`config.mk`:
```
export PLATFORM = sky130hd
export DESIGN_NAME = nco_complex_mixer_core_flat
export DESIGN_NICKNAME = d
export VERILOG_FILES = /design/src/ncm_pkg.sv /design/src/ncm_if.sv /design/src/ncm_regs.sv /design/src/ncm_phase.sv /design/src/ncm_mixer.sv /design/src/nco_complex_mixer_core.sv /design/src/flat_wrapper.sv
export SDC_FILE = /design/constraint.sdc
export NUM_CORES = 2
export LEC_CHECK = 0
export BUFFER_PORTS_ARGS = -buffer_cell sky130_fd_sc_hd__buf_2
export CAP_MARGIN = 0
export CORE_MARGIN = 2
export CORE_UTILIZATION = 35
export CTS_BUF_LIST = sky130_fd_sc_hd__clkbuf_4 sky130_fd_sc_hd__clkbuf_8
export DETAILED_ROUTE_END_ITERATION = 10
export GPL_ROUTABILITY_DRIVEN = 0
export SLEW_MARGIN = 20
export SYNTH_ARGS = -nofsm -noshare
export SYNTH_HDL_FRONTEND = slang
export SYNTH_SLANG_ARGS = --single-unit
export TNS_END_PERCENT = 30
```
`constraint.sdc`:
```
create_clock -name clk -period 30 [get_ports clk]
set_input_delay 6 -clock clk [delete_from_list [all_inputs] [get_ports clk]]
set_output_delay 6 -clock clk [all_outputs]
set_load 0.05 [all_outputs]
```
`src/ncm_pkg.sv`:
```
`timescale 1ns / 1ps
// ----------------------------------------------------------------------------
// ncm_pkg: shared constants, types and cosine table
// Widths, register indexes and the quarter-wave cosine table used by the
// NCO complex mixer.
// ----------------------------------------------------------------------------
package ncm_pkg;

	localparam int TABLE_SIZE  = 256;
	localparam int IDX_W       = $clog2(TABLE_SIZE);
	localparam int QUARTER     = TABLE_SIZE / 4;
	localparam int QTR_IDX_W   = $clog2(QUARTER + 1);
	localparam int LUT_W       = 16;
	localparam int LUT_FRAC    = 15;
	localparam int SAMPLE_BITS = 16;
	localparam int BAND_W      = 9;

	localparam int APB_AW = 3;
	localparam int APB_DW = 32;

	localparam int REG_IDX_W = APB_AW - 2;
	localparam logic [REG_IDX_W-1:0] REG_BAND = REG_IDX_W'(0);

	localparam logic [LUT_W-1:0] QCOS [QUARTER+1] = '{
		16'd32768, 16'd32758, 16'd32729, 16'd32679, 16'd32610, 16'd32522, 16'd32413, 16'd32286,
		16'd32138, 16'd31972, 16'd31786, 16'd31581, 16'd31357, 16'd31114, 16'd30853, 16'd30572,
		16'd30274, 16'd29957, 16'd29622, 16'd29269, 16'd28899, 16'd28511, 16'd28106, 16'd27684,
		16'd27246, 16'd26791, 16'd26320, 16'd25833, 16'd25330, 16'd24812, 16'd24279, 16'd23732,
		16'd23170, 16'd22595, 16'd22006, 16'd21403, 16'd20788, 16'd20160, 16'd19520, 16'd18868,
		16'd18205, 16'd17531, 16'd16846, 16'd16151, 16'd15447, 16'd14733, 16'd14010, 16'd13279,
		16'd12540, 16'd11793, 16'd11039, 16'd10279, 16'd9512,  16'd8740,  16'd7962,  16'd7180,
		16'd6393,  16'd5602,  16'd4808,  16'd4011,  16'd3212,  16'd2411,  16'd1608,  16'd804,
		16'd0
	};

	typedef struct packed {
		logic                    valid;
		logic                    block_end;
		logic signed [LUT_W-1:0] cos_v;
		logic signed [LUT_W-1:0] sin_v;
	} lo_t;

	function automatic logic signed [LUT_W-1:0] lut_cos(input logic [IDX_W-1:0] idx);
		logic [1:0]                quad;
		logic [QTR_IDX_W-1:0]      r;
		logic [QTR_IDX_W-1:0]      rr;
		logic [LUT_W-1:0]          mag;
		logic signed [LUT_W+1:0]   v;
		quad = idx[IDX_W-1 -: 2];
		r    = {1'b0, idx[IDX_W-3:0]};
		rr   = QTR_IDX_W'(QUARTER) - r;
		mag  = (quad[0]) ? QCOS[rr] : QCOS[r];
		v    = $signed({2'b00, mag});
		if (quad == 2'd1 || quad == 2'd2) begin
			v = -v;
		end
		if (v > $signed((LUT_W+2)'(32767))) begin
			lut_cos = 16'sh7fff;
		end else begin
			lut_cos = v[LUT_W-1:0];
		end
	endfunction

endpackage

```
`src/ncm_if.sv`:
```
`timescale 1ns / 1ps
// ----------------------------------------------------------------------------
// ncm_if: sample stream interfaces
// Valid/ready channels for complex input samples and mixed results.
// ----------------------------------------------------------------------------
interface ncm_in_if #(
	parameter int SAMPLE_BITS = ncm_pkg::SAMPLE_BITS
);
	logic                          valid;
	logic                          ready;
	logic signed [SAMPLE_BITS-1:0] in_i;
	logic signed [SAMPLE_BITS-1:0] in_q;
	logic                          block_end;

	modport source (output valid, in_i, in_q, block_end, input ready);
	modport sink (input valid, in_i, in_q, block_end, output ready);
endinterface

interface ncm_out_if #(
	parameter int SAMPLE_BITS = ncm_pkg::SAMPLE_BITS
);
	logic                        valid;
	logic                        ready;
	logic signed [SAMPLE_BITS:0] out_i;
	logic signed [SAMPLE_BITS:0] out_q;
	logic                        out_block_end;

	modport source (output valid, out_i, out_q, out_block_end, input ready);
	modport sink (input valid, out_i, out_q, out_block_end, output ready);
endinterface

```
`src/ncm_regs.sv`:
```
`timescale 1ns / 1ps
// ----------------------------------------------------------------------------
// ncm_regs: configuration registers
// APB-style register file holding the oscillator band.
// ----------------------------------------------------------------------------
module ncm_regs (
	input  logic                        clk,
	input  logic                        arst_n,
	input  logic                        psel,
	input  logic                        penable,
	input  logic                        pwrite,
	input  logic [ncm_pkg::APB_AW-1:0]  paddr,
	input  logic [ncm_pkg::APB_DW-1:0]  pwdata,
	output logic [ncm_pkg::APB_DW-1:0]  prdata,
	output logic                        pready,
	output logic [ncm_pkg::BAND_W-1:0]  band
);
	logic [ncm_pkg::BAND_W-1:0]    band_q;
	logic [ncm_pkg::REG_IDX_W-1:0] reg_idx;
	logic                          wr_en;

	assign reg_idx = paddr[ncm_pkg::APB_AW-1:2];
	assign wr_en   = psel && penable && pwrite;
	assign pready  = 1'b1;
	assign band    = band_q;

	always_ff @(posedge clk or negedge arst_n) begin
		if (!arst_n) begin
			band_q <= '0;
		end else if (wr_en && reg_idx == ncm_pkg::REG_BAND) begin
			band_q <= pwdata[ncm_pkg::BAND_W-1:0];
		end
	end

	always_comb begin
		case (reg_idx)
			ncm_pkg::REG_BAND: begin
				prdata = {{(ncm_pkg::APB_DW-ncm_pkg::BAND_W){band_q[ncm_pkg::BAND_W-1]}}, band_q};
			end
			default: begin
				prdata = '0;
			end
		endcase
	end
endmodule

```
`src/ncm_phase.sv`:
```
`timescale 1ns / 1ps
// ----------------------------------------------------------------------------
// ncm_phase: sample counter, oscillator phase and cosine lookup
// Registers each sample with its phase, then looks up cosine and -sine.
// ----------------------------------------------------------------------------
module ncm_phase #(
	parameter int SAMPLE_BITS = ncm_pkg::SAMPLE_BITS
) (
	input  logic                          clk,
	input  logic                          arst_n,
	input  logic                          adv,
	input  logic                          in_valid,
	input  logic signed [SAMPLE_BITS-1:0] in_i,
	input  logic signed [SAMPLE_BITS-1:0] in_q,
	input  logic                          in_block_end,
	input  logic [ncm_pkg::BAND_W-1:0]    band,
	output ncm_pkg::lo_t                  lo,
	output logic signed [SAMPLE_BITS-1:0] i_s2,
	output logic signed [SAMPLE_BITS-1:0] q_s2
);
	localparam int IW = ncm_pkg::IDX_W;

	logic [IW-1:0]                 cnt_q;
	logic [2*IW-1:0]               ph_full;
	logic                          accept;

	logic                          valid_s1;
	logic                          be_s1;
	logic signed [SAMPLE_BITS-1:0] i_s1;
	logic signed [SAMPLE_BITS-1:0] q_s1;
	logic [IW-1:0]                 ph_s1;
	logic [IW-1:0]                 ph_sin;

	logic                          valid_s2;
	logic                          be_s2;
	logic signed [ncm_pkg::LUT_W-1:0] cos_s2;
	logic signed [ncm_pkg::LUT_W-1:0] sin_s2;

	assign accept  = in_valid && adv;
	assign ph_full = cnt_q * band[IW-1:0];
	assign ph_sin  = ph_s1 + IW'(ncm_pkg::QUARTER);

	always_ff @(posedge clk or negedge arst_n) begin
		if (!arst_n) begin
			cnt_q    <= '0;
			valid_s1 <= 1'b0;
			valid_s2 <= 1'b0;
		end else begin
			if (accept) begin
				cnt_q <= cnt_q + IW'(1);
			end
			if (adv) begin
				valid_s1 <= in_valid;
				valid_s2 <= valid_s1;
			end
		end
	end

	always_ff @(posedge clk) begin
		if (adv) begin
			be_s1  <= in_block_end;
			i_s1   <= in_i;
			q_s1   <= in_q;
			ph_s1  <= ph_full[IW-1:0];
			be_s2  <= be_s1;
			i_s2   <= i_s1;
			q_s2   <= q_s1;
			cos_s2 <= ncm_pkg::lut_cos(ph_s1);
			sin_s2 <= ncm_pkg::lut_cos(ph_sin);
		end
	end

	always_comb begin
		lo.valid     = valid_s2;
		lo.block_end = be_s2;
		lo.cos_v     = cos_s2;
		lo.sin_v     = sin_s2;
	end

	a_cnt_advance: assert property (@(posedge clk) disable iff (!arst_n)
		accept |=> cnt_q == IW'($past(cnt_q) + IW'(1)))
		else $error("sample counter did not advance on an accepted transaction");

	a_cnt_hold: assert property (@(posedge clk) disable iff (!arst_n)
		!accept |=> $stable(cnt_q))
		else $error("sample counter moved without a transaction");
endmodule

```
`src/ncm_mixer.sv`:
```
`timescale 1ns / 1ps
// ----------------------------------------------------------------------------
// ncm_mixer: complex multiply and rounding
// Forms the four products, then sums, rounds and registers the result.
// ----------------------------------------------------------------------------
module ncm_mixer #(
	parameter int SAMPLE_BITS = ncm_pkg::SAMPLE_BITS
) (
	input  logic                          clk,
	input  logic                          arst_n,
	input  logic                          adv,
	input  ncm_pkg::lo_t                  lo,
	input  logic signed [SAMPLE_BITS-1:0] i_s2,
	input  logic signed [SAMPLE_BITS-1:0] q_s2,
	output logic                          out_valid,
	output logic signed [SAMPLE_BITS:0]   out_i,
	output logic signed [SAMPLE_BITS:0]   out_q,
	output logic                          out_block_end
);
	localparam int PW = SAMPLE_BITS + ncm_pkg::LUT_W;
	localparam int SW = PW + 1;
	localparam int FR = ncm_pkg::LUT_FRAC;

	logic                 valid_s3;
	logic                 be_s3;
	logic signed [PW-1:0] ic_s3;
	logic signed [PW-1:0] qs_s3;
	logic signed [PW-1:0] is_s3;
	logic signed [PW-1:0] qc_s3;

	logic signed [SW-1:0] sum_i;
	logic signed [SW-1:0] sum_q;

	logic                      out_valid_q;
	logic                      out_be_q;
	logic signed [SAMPLE_BITS:0] out_i_q;
	logic signed [SAMPLE_BITS:0] out_q_q;

	assign sum_i = {ic_s3[PW-1], ic_s3} - {qs_s3[PW-1], qs_s3} + SW'(1 << (FR - 1));
	assign sum_q = {is_s3[PW-1], is_s3} + {qc_s3[PW-1], qc_s3} + SW'(1 << (FR - 1));

	always_ff @(posedge clk or negedge arst_n) begin
		if (!arst_n) begin
			valid_s3    <= 1'b0;
			out_valid_q <= 1'b0;
		end else if (adv) begin
			valid_s3    <= lo.valid;
			out_valid_q <= valid_s3;
		end
	end

	always_ff @(posedge clk) begin
		if (adv) begin
			be_s3    <= lo.block_end;
			ic_s3    <= i_s2 * lo.cos_v;
			qs_s3    <= q_s2 * lo.sin_v;
			is_s3    <= i_s2 * lo.sin_v;
			qc_s3    <= q_s2 * lo.cos_v;
			out_be_q <= be_s3;
			out_i_q  <= sum_i[FR+SAMPLE_BITS:FR];
			out_q_q  <= sum_q[FR+SAMPLE_BITS:FR];
		end
	end

	assign out_valid     = out_valid_q;
	assign out_i         = out_i_q;
	assign out_q         = out_q_q;
	assign out_block_end = out_be_q;
endmodule

```
`src/nco_complex_mixer_core.sv`:
```
`timescale 1ns / 1ps
// ----------------------------------------------------------------------------
// nco_complex_mixer_core: NCO-driven quadrature down-converter
// Mixes each complex sample with exp(-j*2*pi*band*n/256).
// ----------------------------------------------------------------------------
// Usage:
//   smp_in carries one complex sample (in_i, in_q) plus a block_end flag per
//   transaction; smp_out returns the mixed sample (out_i, out_q) and the
//   flag. One result comes out for every input, in order.
//   The band register sits at APB offset 0; write it only while the stream
//   is drained. Its low 8 bits set the oscillator step per sample.
//   The result reaches smp_out through four registers (input register with
//   phase, cosine table, products, sum and round).
//   Throughput: one transaction per cycle while the receiver does not
//   stall, set by the four-stage pipeline.
//   Reset clears the sample counter, the band and all stage valids; the
//   first sample after reset is mixed at phase zero.
//   When the receiver stalls with a result pending, the whole pipeline
//   holds and smp_in.ready drops in the same cycle; nothing is lost.
// ----------------------------------------------------------------------------
module nco_complex_mixer_core #(
	parameter int SAMPLE_BITS = ncm_pkg::SAMPLE_BITS
) (
	input  logic                       clk,
	input  logic                       arst_n,
	input  logic                       psel,
	input  logic                       penable,
	input  logic                       pwrite,
	input  logic [ncm_pkg::APB_AW-1:0] paddr,
	input  logic [ncm_pkg::APB_DW-1:0] pwdata,
	output logic [ncm_pkg::APB_DW-1:0] prdata,
	output logic                       pready,
	ncm_in_if.sink                     smp_in,
	ncm_out_if.source                  smp_out
);
	logic                          adv;
	logic [ncm_pkg::BAND_W-1:0]    band;
	ncm_pkg::lo_t                  lo;
	logic signed [SAMPLE_BITS-1:0] i_s2;
	logic signed [SAMPLE_BITS-1:0] q_s2;

	assign adv          = !smp_out.valid || smp_out.ready;
	assign smp_in.ready = adv;

	ncm_regs u_regs (
		.clk     (clk),
		.arst_n  (arst_n),
		.psel    (psel),
		.penable (penable),
		.pwrite  (pwrite),
		.paddr   (paddr),
		.pwdata  (pwdata),
		.prdata  (prdata),
		.pready  (pready),
		.band    (band)
	);

	ncm_phase #(
		.SAMPLE_BITS (SAMPLE_BITS)
	) u_phase (
		.clk          (clk),
		.arst_n       (arst_n),
		.adv          (adv),
		.in_valid     (smp_in.valid),
		.in_i         (smp_in.in_i),
		.in_q         (smp_in.in_q),
		.in_block_end (smp_in.block_end),
		.band         (band),
		.lo           (lo),
		.i_s2         (i_s2),
		.q_s2         (q_s2)
	);

	ncm_mixer #(
		.SAMPLE_BITS (SAMPLE_BITS)
	) u_mixer (
		.clk           (clk),
		.arst_n        (arst_n),
		.adv           (adv),
		.lo            (lo),
		.i_s2          (i_s2),
		.q_s2          (q_s2),
		.out_valid     (smp_out.valid),
		.out_i         (smp_out.out_i),
		.out_q         (smp_out.out_q),
		.out_block_end (smp_out.out_block_end)
	);

	a_stall_blocks_input: assert property (@(posedge clk) disable iff (!arst_n)
		(smp_out.valid && !smp_out.ready) |-> !smp_in.ready)
		else $error("input taken while a result is stalled");

	a_ready_when_empty: assert property (@(posedge clk) disable iff (!arst_n)
		!smp_out.valid |-> smp_in.ready)
		else $error("input refused while the result register is empty");
endmodule
```
`src/flat_wrapper.sv`:
```
// flat-port wrapper written by rule: the top's interface ports become plain ports
module nco_complex_mixer_core_flat 
#(
	parameter int SAMPLE_BITS = ncm_pkg::SAMPLE_BITS
)
  (clk, arst_n, psel, penable, pwrite, paddr, pwdata, prdata, pready, smp_in_valid, smp_in_in_i, smp_in_in_q, smp_in_block_end, smp_in_ready, smp_out_valid, smp_out_out_i, smp_out_out_q, smp_out_out_block_end, smp_out_ready);
  ncm_in_if #(.SAMPLE_BITS(SAMPLE_BITS)) smp_in_i ();
  ncm_out_if #(.SAMPLE_BITS(SAMPLE_BITS)) smp_out_i ();
  input  logic clk;
  input  logic arst_n;
  input  logic psel;
  input  logic penable;
  input  logic pwrite;
  input  logic [ncm_pkg::APB_AW-1:0] paddr;
  input  logic [ncm_pkg::APB_DW-1:0] pwdata;
  output logic [ncm_pkg::APB_DW-1:0] prdata;
  output logic pready;
  input wire logic [$bits(smp_in_i.valid)-1:0] smp_in_valid;
  input wire logic [$bits(smp_in_i.in_i)-1:0] smp_in_in_i;
  input wire logic [$bits(smp_in_i.in_q)-1:0] smp_in_in_q;
  input wire logic [$bits(smp_in_i.block_end)-1:0] smp_in_block_end;
  output wire logic [$bits(smp_in_i.ready)-1:0] smp_in_ready;
  output wire logic [$bits(smp_out_i.valid)-1:0] smp_out_valid;
  output wire logic [$bits(smp_out_i.out_i)-1:0] smp_out_out_i;
  output wire logic [$bits(smp_out_i.out_q)-1:0] smp_out_out_q;
  output wire logic [$bits(smp_out_i.out_block_end)-1:0] smp_out_out_block_end;
  input wire logic [$bits(smp_out_i.ready)-1:0] smp_out_ready;
  assign smp_in_i.valid = smp_in_valid;
  assign smp_in_i.in_i = smp_in_in_i;
  assign smp_in_i.in_q = smp_in_in_q;
  assign smp_in_i.block_end = smp_in_block_end;
  assign smp_in_ready = smp_in_i.ready;
  assign smp_out_valid = smp_out_i.valid;
  assign smp_out_out_i = smp_out_i.out_i;
  assign smp_out_out_q = smp_out_i.out_q;
  assign smp_out_out_block_end = smp_out_i.out_block_end;
  assign smp_out_i.ready = smp_out_ready;
  nco_complex_mixer_core #(.SAMPLE_BITS(SAMPLE_BITS)) u_core (.clk(clk), .arst_n(arst_n), .psel(psel), .penable(penable), .pwrite(pwrite), .paddr(paddr), .pwdata(pwdata), .prdata(prdata), .pready(pready), .smp_in(smp_in_i), .smp_out(smp_out_i));
endmodule
```
==> flow_summary.yaml <==
global_route:
  grt_use_met1_pct: 21.56
  grt_pass1_wl_um: 227300
  gr-usage-met3_pct: 2.759
  grt.met2_usage_pct: 29.61
  track_usage_pct: 16.98
  grt_antenna_before_repair: 9
  grt_max_degree: 82
  busiest_layer: "met2"
  grt_overflow: 0
  grt_pass1_vias: 42960
timing:
  clock_skew_ps: 54.95
  finalCritPeriodShare_pct: 43.49
  grt_setup_unrepaired: "false"
  report.final.slew_viol_count: 0
  max_freq_mhz: 76.65
  fin_crit_ps: 13050
  relSlewSlack_pct: 30.39
  tns_ps: 0
  tightest_slew_ps: 1040
  setup_viol: 0
  timing.final.hold_violations: 0
clocking:
  clk_latency_ps: 780
  hold_buffers: 0
  clkSlewWorstSetupHoldPaths_ps: 60
  cts.repair.resized: 0
  clock_path_buffers: 3
  tritoncts: "built"
  post_cts_buffers: 0
  cts-buffers-inserted: 66
  clkSinkCount: 291
  cts_htree_levels: 3
  cts.root.buffer_cell: "clkbuf_8"
critical_path:
  rrSetupSlack_ps: 21750
  crit_type: "in -> out"
  start_kind: "input pin"
  cp_max_fo: 24
  critPathCaptureType: "primary output"
  arrival_ps: 7050
  required_ps: 24000
place:
  port_buffers: 118
  hpwl_um: 103400
synth:
  synth.avg_cell_area_um2: 9.652
  synthArstFlopShare_pct: 7.216
  synth-edff-count: 270
  synth_cell_types: 103
  ys_seq_elements: 291
  synthesis.area_mm2: 0.05708
  synth_area_leaders: "fa_1, edfxtp_1, ha_1"
  synth_ff_type: "edfxtp_1"
  synth_largest_area_cell: "fa_1"
  synthesis.nets: 7540
  synth-seq-area-share_pct: 15.12
  yosys_warnings: 0
  synth_commonest_cells: "inv_1, fa_1, nand2_1, and2_1, ha_1"
  postSynthCellCount: 5914
  synth_top_area_share_pct: 37.17
  yosysMostFrequentCell: "inv_1"
detailed_routing:
  first_pass_iters: 9
  drc: 0
  vias: 39740
  post_drt_wl_per_cell_um: 16.94
  avgViaCountPerCell: 4.903
  wl_um: 137300
  ant_nets: 0
  drtIter0Drc: 2448
worst_hold_path:
  holdCritPathClass: "reg -> reg"
floorplan:
  coreArea_mm2: 0.1624
  die_h_um: 407.9
  std_cell_rows: 148
  ios: 145
  initial_core_util_pct: 35.15
  die_w_um: 407.9
  die_area_mm2: 0.1663
layout:
  fin_nets: 7501
  drive_gt1_share_pct: 6.839
  syn_to_final_growth_pct: 6.996
job:
  drv_cap: 0
outcome:
  status: "completed"
per-stage QoR:
| step | hold slack (ps) | area [um2] | utilization, % | setup slack, ps | cells |
|---|---|---|---|---|---|
| finish | 412.0 | 61080 | 37.61 | 16950 | 8106 |
| global route | 412.5 | 61060 | 37.60 | 16850 | 8099 |
| CTS | 391.4 | 61010 | 37.57 | 16560 | 8094 |
| detailed placement | 405.6 | 59650 | 36.73 | 16570 | 7979 |
| global placement | 401.5 | 59650 | 36.73 | 16640 | 7979 |
| floorplan | 400.3 | 57080 | - | 10090 | 5914 |
path summary, 6_finish.rpt:
check	startpoint	endpoint	cells after the start
min	u_core.u_phase.i_s1[9]	u_core.u_phase.i_s2[9]	0
min reg2reg	u_core.u_phase.i_s1[9]	u_core.u_phase.i_s2[9]	0
max	paddr[2]	prdata[12]	3
max in group asynchronous	arst_n	u_core.u_regs.band[1]	1
max reg2reg	u_core.u_phase.i_s2[3]	u_core.u_mixer.is_s3[30]	23
min in group asynchronous	arst_n	u_core.u_regs.band[0]	1
final cells by class:
type	instances	area [um2]
Fill cell	16160	101300
Tap cell	2175	2721
Timing Repair Buffer	204	1255
Clock buffer	83	1061
Clock inverter	32	301.5
Multi-Input combinational cell	4067	42410
Inverter	1245	4673
Sequential cell	291	8633
Antenna cell	9	22.52
worst max-delay path: stages:
cell	delay (ps)
buf_2	150
nor2b_2	510
buf_2	380
per-layer routing:
metal | wire (um) | vias to the layer above
met2 | 67670 | 964
met5 | 13 | -
met1 | 57980 | 20280
met4 | 3772 | 2
li1 | - | 18230
met3 | 7857 | 263
cell usage in the layout, fill, tap and decap left out, types with 41 or more instances in the layout:
master,n
a21oi_1,164
o21ai_0,110
xnor2_1,179
clkbuf_8,70
nand2b_1,63
nor2_1,166
xor2_1,59
nand3_1,43
nand2_1,625
inv_1,1242
ha_1,491
edfxtp_1,270
a21o_1,52
and2_1,523
buf_2,118
nor3_1,41
fa_1,1060
buf_4,83
sequential cells by signal (all words and copies together), names as in the netlist, 8 cells and up:
name and cells:
u_core.u_mixer.ic_s3 32, u_core.u_mixer.is_s3 32, u_core.u_mixer.out_i 17, u_core.u_mixer.out_q 17, u_core.u_mixer.qc_s3 32, u_core.u_mixer.qs_s3 32
u_core.u_phase.cnt_q 8, u_core.u_phase.cos_s2 16, u_core.u_phase.i_s1 16, u_core.u_phase.i_s2 16, u_core.u_phase.ph_s1 8, u_core.u_phase.q_s1 16
u_core.u_phase.q_s2 16, u_core.u_phase.sin_s2 16, u_core.u_regs.band 9
logic make-up (layout without fill, tap and decap cells):
| family | Yosys count | in the layout | synth area share [%] |
|---|---|---|---|
| AO/OA/AOI/OAI | 621 | 621 | 7.224 |
| XOR/XNOR | 239 | 239 | 3.680 |
| adder cells (fa/ha/maj) | 1551 | 1551 | 47.94 |
| buffers and inverters | 1556 | 1564 | 10.60 |
| flip-flops | 291 | 291 | 15.12 |
| multiplexers | 58 | 58 | 1.337 |
| other | 1 | 10 | 0.006569 |
| AND/OR/NAND/NOR | 1597 | 1597 | 14.09 |
Power is not shown: default switching activity piles up to over one toggle a cycle in this logic, so the estimate is an artifact.
